==> config.mk <==
export PLATFORM = sky130hd
export DESIGN_NAME = timed_event_scheduler_table
export DESIGN_NICKNAME = d
export VERILOG_FILES = /design/src/hw/rtl/tets_pkg.sv /design/src/hw/rtl/timed_event_scheduler_table.sv /design/src/hw/rtl/tets_cell.sv
export SDC_FILE = /design/constraint.sdc
export NUM_CORES = 2
export LEC_CHECK = 0
export BUFFER_PORTS_ARGS = -buffer_cell sky130_fd_sc_hd__buf_2
export CAP_MARGIN = 15
export CORE_ASPECT_RATIO = 1.1
export CORE_MARGIN = 3
export CORE_UTILIZATION = 25
export CTS_CLUSTER_SIZE = 12
export DETAILED_ROUTE_END_ITERATION = 16
export HOLD_SLACK_MARGIN = 0.12
export SLEW_MARGIN = 40
export SYNTH_ARGS = -nofsm -noshare
export SYNTH_HDL_FRONTEND = slang
export SYNTH_SLANG_ARGS = --single-unit
==> constraint.sdc <==
create_clock -name clk -period 16.94 [get_ports clk]
set_input_delay 2.541 -clock clk [delete_from_list [all_inputs] [get_ports clk]]
set_output_delay 2.541 -clock clk [all_outputs]
set_load 0.01 [all_outputs]
==> src/hw/rtl/tets_pkg.sv <==
// ----------------------------------------------------------------------------
// tets_pkg: timed event scheduler table package
// Shared field widths, command and result codes, and the structs that pass
// between the sequencer and the row of slot cells.
// ----------------------------------------------------------------------------
package tets_pkg;

	localparam int CMD_W   = 3;
	localparam int TIME_W  = 32;
	localparam int ID_W    = 29;
	localparam int LEN_W   = 4;
	localparam int DATA_W  = 64;
	localparam int SLOT_W  = 4;
	localparam int KIND_W  = 2;
	localparam int CFG_W   = 5;
	localparam int LIST_BYTES = 8;
	localparam int MAX_FIRE   = 16;
	localparam int FIRE_W     = 5;
	localparam logic [7:0] PAD_BYTE = 8'hFF;
	localparam logic [CFG_W-1:0] SLOTS_RESET = 5'd16;

	typedef enum logic [CMD_W-1:0] {
		CMD_ADD      = 3'd0,
		CMD_RM_SLOT  = 3'd1,
		CMD_RM_ID    = 3'd2,
		CMD_QUERY_ID = 3'd3,
		CMD_RD_TIME  = 3'd4,
		CMD_SET_TIME = 3'd5,
		CMD_CHECK    = 3'd6,
		CMD_NOP      = 3'd7
	} cmd_t;

	typedef enum logic [KIND_W-1:0] {
		KIND_ADD_STATUS = 2'd0,
		KIND_FIRED      = 2'd1,
		KIND_SLOT_LIST  = 2'd2,
		KIND_SLOT_TIME  = 2'd3
	} kind_t;

	// Broadcast from the sequencer to every cell.
	typedef struct packed {
		cmd_t              op;
		logic              found;
		logic              fire_ok;
		logic              go;
		logic              adv;
		logic              stop;
		logic              rs_we;
		logic [TIME_W-1:0] latest;
		logic [TIME_W-1:0] ev_time;
		logic              bus;
		logic [ID_W-1:0]   id;
		logic [LEN_W-1:0]  len;
		logic [DATA_W-1:0] data;
		logic [SLOT_W-1:0] slot;
	} cell_cmd_t;

	// Masked view of a cell; zero unless the cell holds the token or is read.
	typedef struct packed {
		logic [TIME_W-1:0] due;
		logic              bus;
		logic [ID_W-1:0]   id;
		logic [LEN_W-1:0]  len;
		logic [DATA_W-1:0] data;
		logic              free;
		logic              hit;
		logic              idm;
	} cell_tap_t;

endpackage

==> src/hw/rtl/timed_event_scheduler_table.sv <==
// ----------------------------------------------------------------------------
// timed_event_scheduler_table: table of timed packet events
// A row of slot cells walked by a token, plus the command sequencer.
// ----------------------------------------------------------------------------
// Use:
//   Commands enter on the in_valid/in_ready channel, one item at a time;
//   in_ready is high only while the sequencer is idle. Results leave on the
//   out_valid/out_ready channel from an output register.
//   Add, remove by id, query id and check walk a token through the slot
//   cells, one cell per cycle while not stalled, visiting n cells, where n is
//   the number of slots in use (min of slots_in_use and EVENT_SLOTS).
//   Remove slot and read slot time skip the walk; set time stays idle.
//   An armed check emits due events in slot order, up to MAX_FIRE; each fired
//   event waits in a one-entry holding stage so the final one can carry last_fired.
//   If the receiver stalls, the walk holds at the current cell until the
//   output register drains; nothing is dropped. slots_in_use is written by
//   cfg_we/cfg_wdata only while idle, a rule on the user that the block
//   does not enforce. Reset (arst_n low) frees every slot, clears the stored
//   events, stored time and its fresh flag, and sets slots_in_use to 16.
// ----------------------------------------------------------------------------
module timed_event_scheduler_table #(
	parameter int EVENT_SLOTS  = 16,
	parameter int LIST_ENTRIES = 8
) (
	input  logic        clk,
	input  logic        arst_n,
	input  logic        in_valid,
	output logic        in_ready,
	input  logic [2:0]  command,
	input  logic [31:0] event_time,
	input  logic        send_on_bus,
	input  logic [28:0] packet_id,
	input  logic [3:0]  packet_length,
	input  logic [63:0] packet_data,
	input  logic [3:0]  slot_index,
	input  logic [31:0] time_value,
	input  logic        sequencing_enabled,
	output logic        out_valid,
	input  logic        out_ready,
	output logic [1:0]  result_kind,
	output logic        add_status,
	output logic [63:0] slot_list,
	output logic [31:0] slot_time,
	output logic        fire_to_bus,
	output logic [28:0] fired_id,
	output logic [3:0]  fired_length,
	output logic [63:0] fired_data,
	output logic        last_fired,
	input  logic        cfg_we,
	input  logic [4:0]  cfg_wdata
);

	localparam int CW = $clog2(EVENT_SLOTS + 1);
	localparam int NW = (CW > 5) ? CW : 5;
	localparam int PW = (EVENT_SLOTS > 1) ? $clog2(EVENT_SLOTS) : 1;

	typedef enum logic [2:0] {
		ST_IDLE = 3'b001,
		ST_SCAN = 3'b010,
		ST_FIN  = 3'b100
	} state_t;

	typedef struct packed {
		tets_pkg::kind_t kind;
		logic            add_status;
		logic [63:0]     list;
		logic [31:0]     time_v;
		logic            bus;
		logic [28:0]     id;
		logic [3:0]      len;
		logic [63:0]     data;
		logic            last;
	} res_t;

	state_t            state_q;
	tets_pkg::cmd_t    op_q;
	logic [31:0]       ev_time_q;
	logic              bus_q;
	logic [28:0]       id_q;
	logic [3:0]        len_q;
	logic [63:0]       data_q;
	logic [3:0]        slot_q;
	logic [4:0]        slots_q;
	logic [31:0]       latest_q;
	logic              fresh_q;
	logic [PW-1:0]     pos_q;
	logic              found_q;
	logic [3:0]        cnt_q;
	logic [63:0]       list_q;
	logic [tets_pkg::FIRE_W-1:0] k_q;
	logic              pend_v_q;
	res_t              pend_q;
	logic              out_valid_q;
	res_t              out_q;

	tets_pkg::cell_cmd_t cmd;
	tets_pkg::cell_tap_t taps [EVENT_SLOTS];
	tets_pkg::cell_tap_t tap;
	logic [EVENT_SLOTS:0] tok;

	logic [NW-1:0] n;
	logic accept, out_free, last_step, fire, stall, go, start, scan_cmd, armed;
	logic need_emit, fin_done, out_load;
	res_t out_next, fire_res;
	tets_pkg::cmd_t in_cmd;

	// Row of slot cells; the token enters at cell 0 and moves right.
	assign tok[0] = start;
	for (genvar g = 0; g < EVENT_SLOTS; g++) begin : g_cell
		tets_cell #(.IDX(g)) u_cell (
			.clk    (clk),
			.arst_n (arst_n),
			.cmd    (cmd),
			.tok_in (tok[g]),
			.tok_out(tok[g+1]),
			.tap    (taps[g])
		);
	end

	// At most one cell drives a nonzero tap.
	always_comb begin
		tap = '0;
		for (int i = 0; i < EVENT_SLOTS; i++) begin
			tap = tap | taps[i];
		end
	end

	always_comb begin
		n = (NW'(slots_q) >= NW'(EVENT_SLOTS)) ? NW'(EVENT_SLOTS) : NW'(slots_q);
		in_cmd   = tets_pkg::cmd_t'(command);
		accept   = in_valid && in_ready;
		out_free = !out_valid_q || out_ready;
		armed    = sequencing_enabled && fresh_q;
		scan_cmd = (in_cmd == tets_pkg::CMD_ADD) || (in_cmd == tets_pkg::CMD_RM_ID) ||
			(in_cmd == tets_pkg::CMD_QUERY_ID) || ((in_cmd == tets_pkg::CMD_CHECK) && armed);
		start    = accept && scan_cmd && (n != '0);

		last_step = (NW'(pos_q) + NW'(1)) == n;
		fire  = (state_q == ST_SCAN) && (op_q == tets_pkg::CMD_CHECK) && tap.hit &&
			(k_q < tets_pkg::FIRE_W'(tets_pkg::MAX_FIRE));
		stall = fire && pend_v_q && !out_free;
		go    = (state_q == ST_SCAN) && !stall;

		fire_res        = '0;
		fire_res.kind   = tets_pkg::KIND_FIRED;
		fire_res.bus    = tap.bus;
		fire_res.id     = tap.id;
		fire_res.len    = tap.len;
		fire_res.data   = tap.data;

		need_emit = (op_q == tets_pkg::CMD_ADD) || (op_q == tets_pkg::CMD_QUERY_ID) ||
			(op_q == tets_pkg::CMD_RD_TIME) || ((op_q == tets_pkg::CMD_CHECK) && pend_v_q);
		fin_done  = (state_q == ST_FIN) && (!need_emit || out_free);

		// Build the result for the output register.
		out_next = '0;
		out_load = 1'b0;
		if (state_q == ST_SCAN) begin
			out_next      = pend_q;
			out_next.last = 1'b0;
			out_load      = go && fire && pend_v_q;
		end else if (state_q == ST_FIN) begin
			out_load = fin_done && need_emit;
			case (op_q)
				tets_pkg::CMD_ADD: begin
					out_next.kind       = tets_pkg::KIND_ADD_STATUS;
					out_next.add_status = !found_q;
				end
				tets_pkg::CMD_QUERY_ID: begin
					out_next.kind = tets_pkg::KIND_SLOT_LIST;
					out_next.list = list_q;
				end
				tets_pkg::CMD_RD_TIME: begin
					out_next.kind   = tets_pkg::KIND_SLOT_TIME;
					out_next.time_v = (NW'(slot_q) < n) ? tap.due : '0;
				end
				default: begin
					out_next      = pend_q;
					out_next.last = 1'b1;
				end
			endcase
		end

		cmd         = '0;
		cmd.op      = op_q;
		cmd.found   = found_q;
		cmd.fire_ok = k_q < tets_pkg::FIRE_W'(tets_pkg::MAX_FIRE);
		cmd.go      = go;
		cmd.adv     = (go && !last_step) || start;
		cmd.stop    = go && last_step;
		cmd.rs_we   = (state_q == ST_FIN) && (op_q == tets_pkg::CMD_RM_SLOT) &&
			(NW'(slot_q) < n);
		cmd.latest  = latest_q;
		cmd.ev_time = ev_time_q;
		cmd.bus     = bus_q;
		cmd.id      = id_q;
		cmd.len     = len_q;
		cmd.data    = data_q;
		cmd.slot    = slot_q;
	end

	assign in_ready = (state_q == ST_IDLE);

	// Sequencer and scan bookkeeping.
	always_ff @(posedge clk or negedge arst_n) begin
		if (!arst_n) begin
			state_q  <= ST_IDLE;
			op_q     <= tets_pkg::CMD_NOP;
			slots_q  <= tets_pkg::SLOTS_RESET;
			latest_q <= '0;
			fresh_q  <= 1'b0;
			pos_q    <= '0;
			found_q  <= 1'b0;
			cnt_q    <= '0;
			list_q   <= '0;
			k_q      <= '0;
			pend_v_q <= 1'b0;
		end else begin
			if (cfg_we) begin
				slots_q <= cfg_wdata;
			end
			case (state_q)
				ST_IDLE: begin
					if (accept) begin
						op_q     <= in_cmd;
						pos_q    <= '0;
						found_q  <= 1'b0;
						cnt_q    <= '0;
						list_q   <= {tets_pkg::LIST_BYTES{tets_pkg::PAD_BYTE}};
						k_q      <= '0;
						pend_v_q <= 1'b0;
						if (in_cmd == tets_pkg::CMD_SET_TIME) begin
							latest_q <= time_value;
							fresh_q  <= 1'b1;
						end else if (start) begin
							state_q <= ST_SCAN;
						end else if (scan_cmd || (in_cmd == tets_pkg::CMD_RM_SLOT) ||
							(in_cmd == tets_pkg::CMD_RD_TIME)) begin
							state_q <= ST_FIN;
						end
					end
				end
				ST_SCAN: begin
					if (go) begin
						pos_q <= pos_q + PW'(1);
						if (last_step) begin
							state_q <= ST_FIN;
						end
						if ((op_q == tets_pkg::CMD_ADD) && tap.free) begin
							found_q <= 1'b1;
						end
						if ((op_q == tets_pkg::CMD_QUERY_ID) && tap.idm &&
							(cnt_q < 4'(LIST_ENTRIES))) begin
							list_q[cnt_q[2:0]*8 +: 8] <= 8'(pos_q);
							cnt_q <= cnt_q + 4'd1;
						end
						if (fire) begin
							k_q      <= k_q + tets_pkg::FIRE_W'(1);
							pend_v_q <= 1'b1;
						end
					end
				end
				ST_FIN: begin
					if (fin_done) begin
						state_q  <= ST_IDLE;
						pend_v_q <= 1'b0;
						if (op_q == tets_pkg::CMD_CHECK) begin
							fresh_q <= 1'b0;
						end
					end
				end
				default: begin
					state_q <= ST_IDLE;
				end
			endcase
		end
	end

	// Holding stage for the newest fired event.
	always_ff @(posedge clk) begin
		if (go && fire) begin
			pend_q <= fire_res;
		end
	end

	// Latch the command fields.
	always_ff @(posedge clk) begin
		if (accept) begin
			ev_time_q <= event_time;
			bus_q     <= send_on_bus;
			id_q      <= packet_id;
			len_q     <= packet_length;
			data_q    <= packet_data;
			slot_q    <= slot_index;
		end
	end

	// Output register.
	always_ff @(posedge clk or negedge arst_n) begin
		if (!arst_n) begin
			out_valid_q <= 1'b0;
		end else if (out_load) begin
			out_valid_q <= 1'b1;
		end else if (out_ready) begin
			out_valid_q <= 1'b0;
		end
	end

	always_ff @(posedge clk) begin
		if (out_load) begin
			out_q <= out_next;
		end
	end

	assign out_valid    = out_valid_q;
	assign result_kind  = out_q.kind;
	assign add_status   = out_q.add_status;
	assign slot_list    = out_q.list;
	assign slot_time    = out_q.time_v;
	assign fire_to_bus  = out_q.bus;
	assign fired_id     = out_q.id;
	assign fired_length = out_q.len;
	assign fired_data   = out_q.data;
	assign last_fired   = out_q.last;

endmodule

==> src/hw/rtl/tets_cell.sv <==
// ----------------------------------------------------------------------------
// tets_cell: one event slot
// Holds one slot's event; acts on it while the scan token sits here or when
// its slot is addressed, and hands the token to the next cell on an advance.
// ----------------------------------------------------------------------------
module tets_cell #(
	parameter int IDX = 0
) (
	input  logic                 clk,
	input  logic                 arst_n,
	input  tets_pkg::cell_cmd_t  cmd,
	input  logic                 tok_in,
	output logic                 tok_out,
	output tets_pkg::cell_tap_t  tap
);

	logic [tets_pkg::TIME_W-1:0] due_q;
	logic                        bus_q;
	logic [tets_pkg::ID_W-1:0]   id_q;
	logic [tets_pkg::LEN_W-1:0]  len_q;
	logic [tets_pkg::DATA_W-1:0] data_q;
	logic                        tok_q;

	logic free, hit, idm, slot_hit, sel, add_we, clr;

	always_comb begin
		free     = (due_q == '0);
		hit      = !free && (due_q <= cmd.latest);
		idm      = (id_q == cmd.id);
		slot_hit = ({28'd0, cmd.slot} == 32'(IDX));
		sel      = tok_q || ((cmd.op == tets_pkg::CMD_RD_TIME) && slot_hit);
		add_we   = tok_q && cmd.go && (cmd.op == tets_pkg::CMD_ADD) && !cmd.found && free;
		clr      = (tok_q && cmd.go &&
			(((cmd.op == tets_pkg::CMD_RM_ID) && idm) ||
			 ((cmd.op == tets_pkg::CMD_CHECK) && hit && cmd.fire_ok))) ||
			(cmd.rs_we && slot_hit);
		tap.due  = sel ? due_q : '0;
		tap.bus  = sel && bus_q;
		tap.id   = sel ? id_q : '0;
		tap.len  = sel ? len_q : '0;
		tap.data = sel ? data_q : '0;
		tap.free = tok_q && free;
		tap.hit  = tok_q && hit;
		tap.idm  = tok_q && idm;
	end

	assign tok_out = tok_q;

	always_ff @(posedge clk or negedge arst_n) begin
		if (!arst_n) begin
			due_q  <= '0;
			bus_q  <= 1'b0;
			id_q   <= '0;
			len_q  <= '0;
			data_q <= '0;
			tok_q  <= 1'b0;
		end else begin
			if (add_we) begin
				due_q  <= cmd.ev_time;
				bus_q  <= cmd.bus;
				id_q   <= cmd.id;
				len_q  <= cmd.len;
				data_q <= cmd.data;
			end else if (clr) begin
				due_q <= '0;
			end
			if (cmd.stop) begin
				tok_q <= 1'b0;
			end else if (cmd.adv) begin
				tok_q <= tok_in;
			end
		end
	end

endmodule

==> metrics <==
Setup TNS=0 ns; TritonCTS buffer count=299; first-pass GRT wire length=755000 µm; syn_area_per_cell=11.3 µm²; post_cts resized=0; worst slew pin tran=0.972 ns; clock buffer depth=4; Core Area=497000 µm²; worst clock skew=0.0685 ns; critical path peak fanout=52; ys async rst share=0.844; Max VDD drop=187 µV; Max Cap Violations=0; Util after Layout=0.292; GRT Overall Usage=0.204; CP Class=reg -> reg; dominant register cell in the synthesized netlist=dfrtp_1; CP max stage cell=a221oi_1; Setup Buffers After CTS=0; fraction of layout instances using a drive strength above 1=0.188; crit-path max cell delay=0.75 ns; num rows=271; HPWL after detailed placement=344000 µm; Die X-Extent=681 µm; Synth Warn #=0; data required time of the worst path=17.50 ns; Slew HR=0.346; clock-pin slew on the worst setup and hold paths=0.06 ns; status=finished clean; Seq cells post-synth=2602; Post-Route WL=539000 µm; routed via count=99500; clk sink count=2602; clock latency on the worst-skew pair=0.94 ns; H-tree lvl count=5; Die ar.=509000 µm²; GRT overflow=0; CP cell instances=inv_1 -> buf_4 -> ha_1 -> nand2_1 -> o21ai_0 -> a221oi_1 -> nor3_1 -> or3_1 -> a21oi_1 -> or4b_4 -> o2111ai_1 -> a21oi_4 -> buf_4 -> buf_6; largest area contributor in the netlist=dfrtp_1; Post-Synthesis Cells=11100; # DRC=0; drt initial violations=13100; port bufs=379; share of the synthesized area in the top cell type=0.438; Power Density=141 nW/µm²; Seq/Total Area, Yosys=0.536; crit path DAT=7.01 ns; final period utilization=0.381; RSZ-0062 raised after global routing=no; Placer Congestion=1.02; top area cells in the synthesized netlist=dfrtp_1 44%, edfxtp_1 9.7%, mux2_2 8.0%; largest net degree at the start of global routing=145; Avg Vias per Cell=5.56; Starting Density=0.252; CTS tree=yes; worst hold slack=0.470 ns; Critical Path Start Type=register; Layout area overhead=16.0%; min Tclk post-route=6.45 ns; total I/O pin count=380; wire per inst=30.1 µm; final hold vios=0; drt first pass iters=8; vias in the first global route=95400; Synth top cells by count=2319 x nand2_1, 2191 x dfrtp_1, 894 x mux2_2, 793 x clkbuf_1, 617 x a22o_1; Post-synth EDFFs=406; Routed Antenna Nets=0; Post-Syn Nets=11800; die height=748 µm; Root Buffer=clkbuf_16; Mapped Area=125000 µm²; Final Max Tran Viols=0; Max Clk Rate=155 MHz; Final Setup Violations=0; Worst setup EP type=register; Pleak=0.0663 µW; CTS Hold Bufs=0; most common cell in the netlist=nand2_1; most frequent CP cell=buf_4; initial antenna violation count=73; Final nets=11800; Worst Hold Class=reg -> reg; post-synth cell types=80
-- cell type report --
class | count | area (µm²)
antenna | 21 | 52.6
clock buffer | 456 | 8840
clock inverter | 87 | 793
fill | 50900 | 352000
inverter | 68 | 268
multi-input combinational | 7448 | 54700
sequential | 2602 | 67200
tap | 6552 | 8200
timing repair buffer | 653 | 5200
-- placed cells by master (no fill, tap or decap), types with 21 or more instances in the layout --
master     Yosys  layout
a21o_1        55      55
inv_1         68      62
clkbuf_1     793      91
or4_1         22      22
buf_4         25     141
nand2_1     2319    2306
nand4_1      302     302
a31oi_1       48      48
nand3_1       81      76
buf_12         0      27
mux2_2       894     894
clkinv_2       0      40
diode_2        0      21
nor4_1       210     192
clkbuf_8       0      56
buf_16         0      31
a32o_1       385     385
edfxtp_1     406     406
nor2b_1      122     122
buf_6         21      70
a22oi_1       66      65
xnor2_1      268     268
nor2_1       115      97
a22o_1       617     617
and3_1        35      34
ha_1         522     522
buf_2         24     379
clkbuf_16      0     309
xor2_1       201     200
o21ai_0      110     109
a21oi_1      224     222
mux2i_1       32      32
dfrtp_1     2191    2190
and2_1        49      47
a221oi_1     501     501
-- path summary, 6_finish.rpt --
kind | startpoint | to | slack, ns | cells after the start
max in group asynchronous | arst_n | g_cell[5].u_cell.data_q[54]$_DFFE_PN0P_ | 12.38 | 7
max | latest_q[7]$_DFFE_PN0P_ | fired_data[51]$_DFFE_PP_ | 10.49 | 14
min in group asynchronous | arst_n | g_cell[1].u_cell.data_q[17]$_DFFE_PN0P_ | 1.55 | 1
min reg2reg | list_q[7]$_DFFE_PN0P_ | list_q[7]$_DFFE_PN0P_ | 0.47 | 2
min | list_q[7]$_DFFE_PN0P_ | list_q[7]$_DFFE_PN0P_ | 0.47 | 2
max reg2reg | latest_q[7]$_DFFE_PN0P_ | fired_data[51]$_DFFE_PP_ | 10.49 | 14
-- critical path, delay by kind of cell (launching register included) --
family / cells / cell delay (ns)
buffers and inverters: 4 / 1.57
and+or+nand+nor: 4 / 1.04
AOI/OAI and AO/OA: 5 / 2.57
adders and majority gates: 1 / 0.32
DFF: 1 / 0.36
-- routing by layer --
metal / wire length, µm / global-route usage / part of all wire
met1: 208000 / 0.259 / 0.39
met2: 238000 / 0.314 / 0.44
met4: 38700 / 0.118 / 0.072
met5: 155 / 0 / 0.00029
met3: 54600 / 0.0508 / 0.10
-- per-stage QoR --
step,area [µm²],std cells,setup slack (ns),total power (µW)
2_1_floorplan,125000,11100,5.01,10900
3_3_place_gp,134000,17300,10.52,13700
3_5_place_dp,135000,17300,10.63,13900
4_1_cts,145000,17900,10.60,20300
5_1_grt,145000,17900,10.37,21200
6_report,145000,17900,10.49,20500
-- state kept, by name, indices dropped and copies added, names as in the netlist, 4 cells and up --
signal / count
cnt_q: 4
data_q: 64
ev_time_q: 32
fired_data: 64
fired_id: 29
fired_length: 4
g_cell.u_cell.bus_q: 16
g_cell.u_cell.data_q: 1024
g_cell.u_cell.due_q: 512
g_cell.u_cell.id_q: 464
g_cell.u_cell.len_q: 64
g_cell.u_cell.tok_out: 16
id_q: 29
k_q: 5
latest_q: 32
len_q: 4
list_q: 40
pend_q: 98
pos_q: 4
slot_list: 40
slot_q: 4
slot_time: 32
slots_q: 5
-- logic make-up (layout without fill, tap and decap cells) --
logic type,after synthesis,after routing,share of synthesized area
xor gates and xnor gates,469,469,0.0328
adders and majority gates,522,522,0.0522
and+or+nand+nor,3360,3360,0.120
other,0,21,0
muxes,936,936,0.0842
buffers and inverters,1006,1264,0.0324
DFF,2602,2602,0.536
AOI/OAI and AO/OA,2161,2161,0.142
-- power by group --
group / total (µW) / internal (µW) / switching (µW)
clock network: 6480 / 3720 / 2760
logic: 6170 / 1820 / 4360
registers: 7880 / 7100 / 774
No activity file was read; power rests on OpenSTA's default activity.
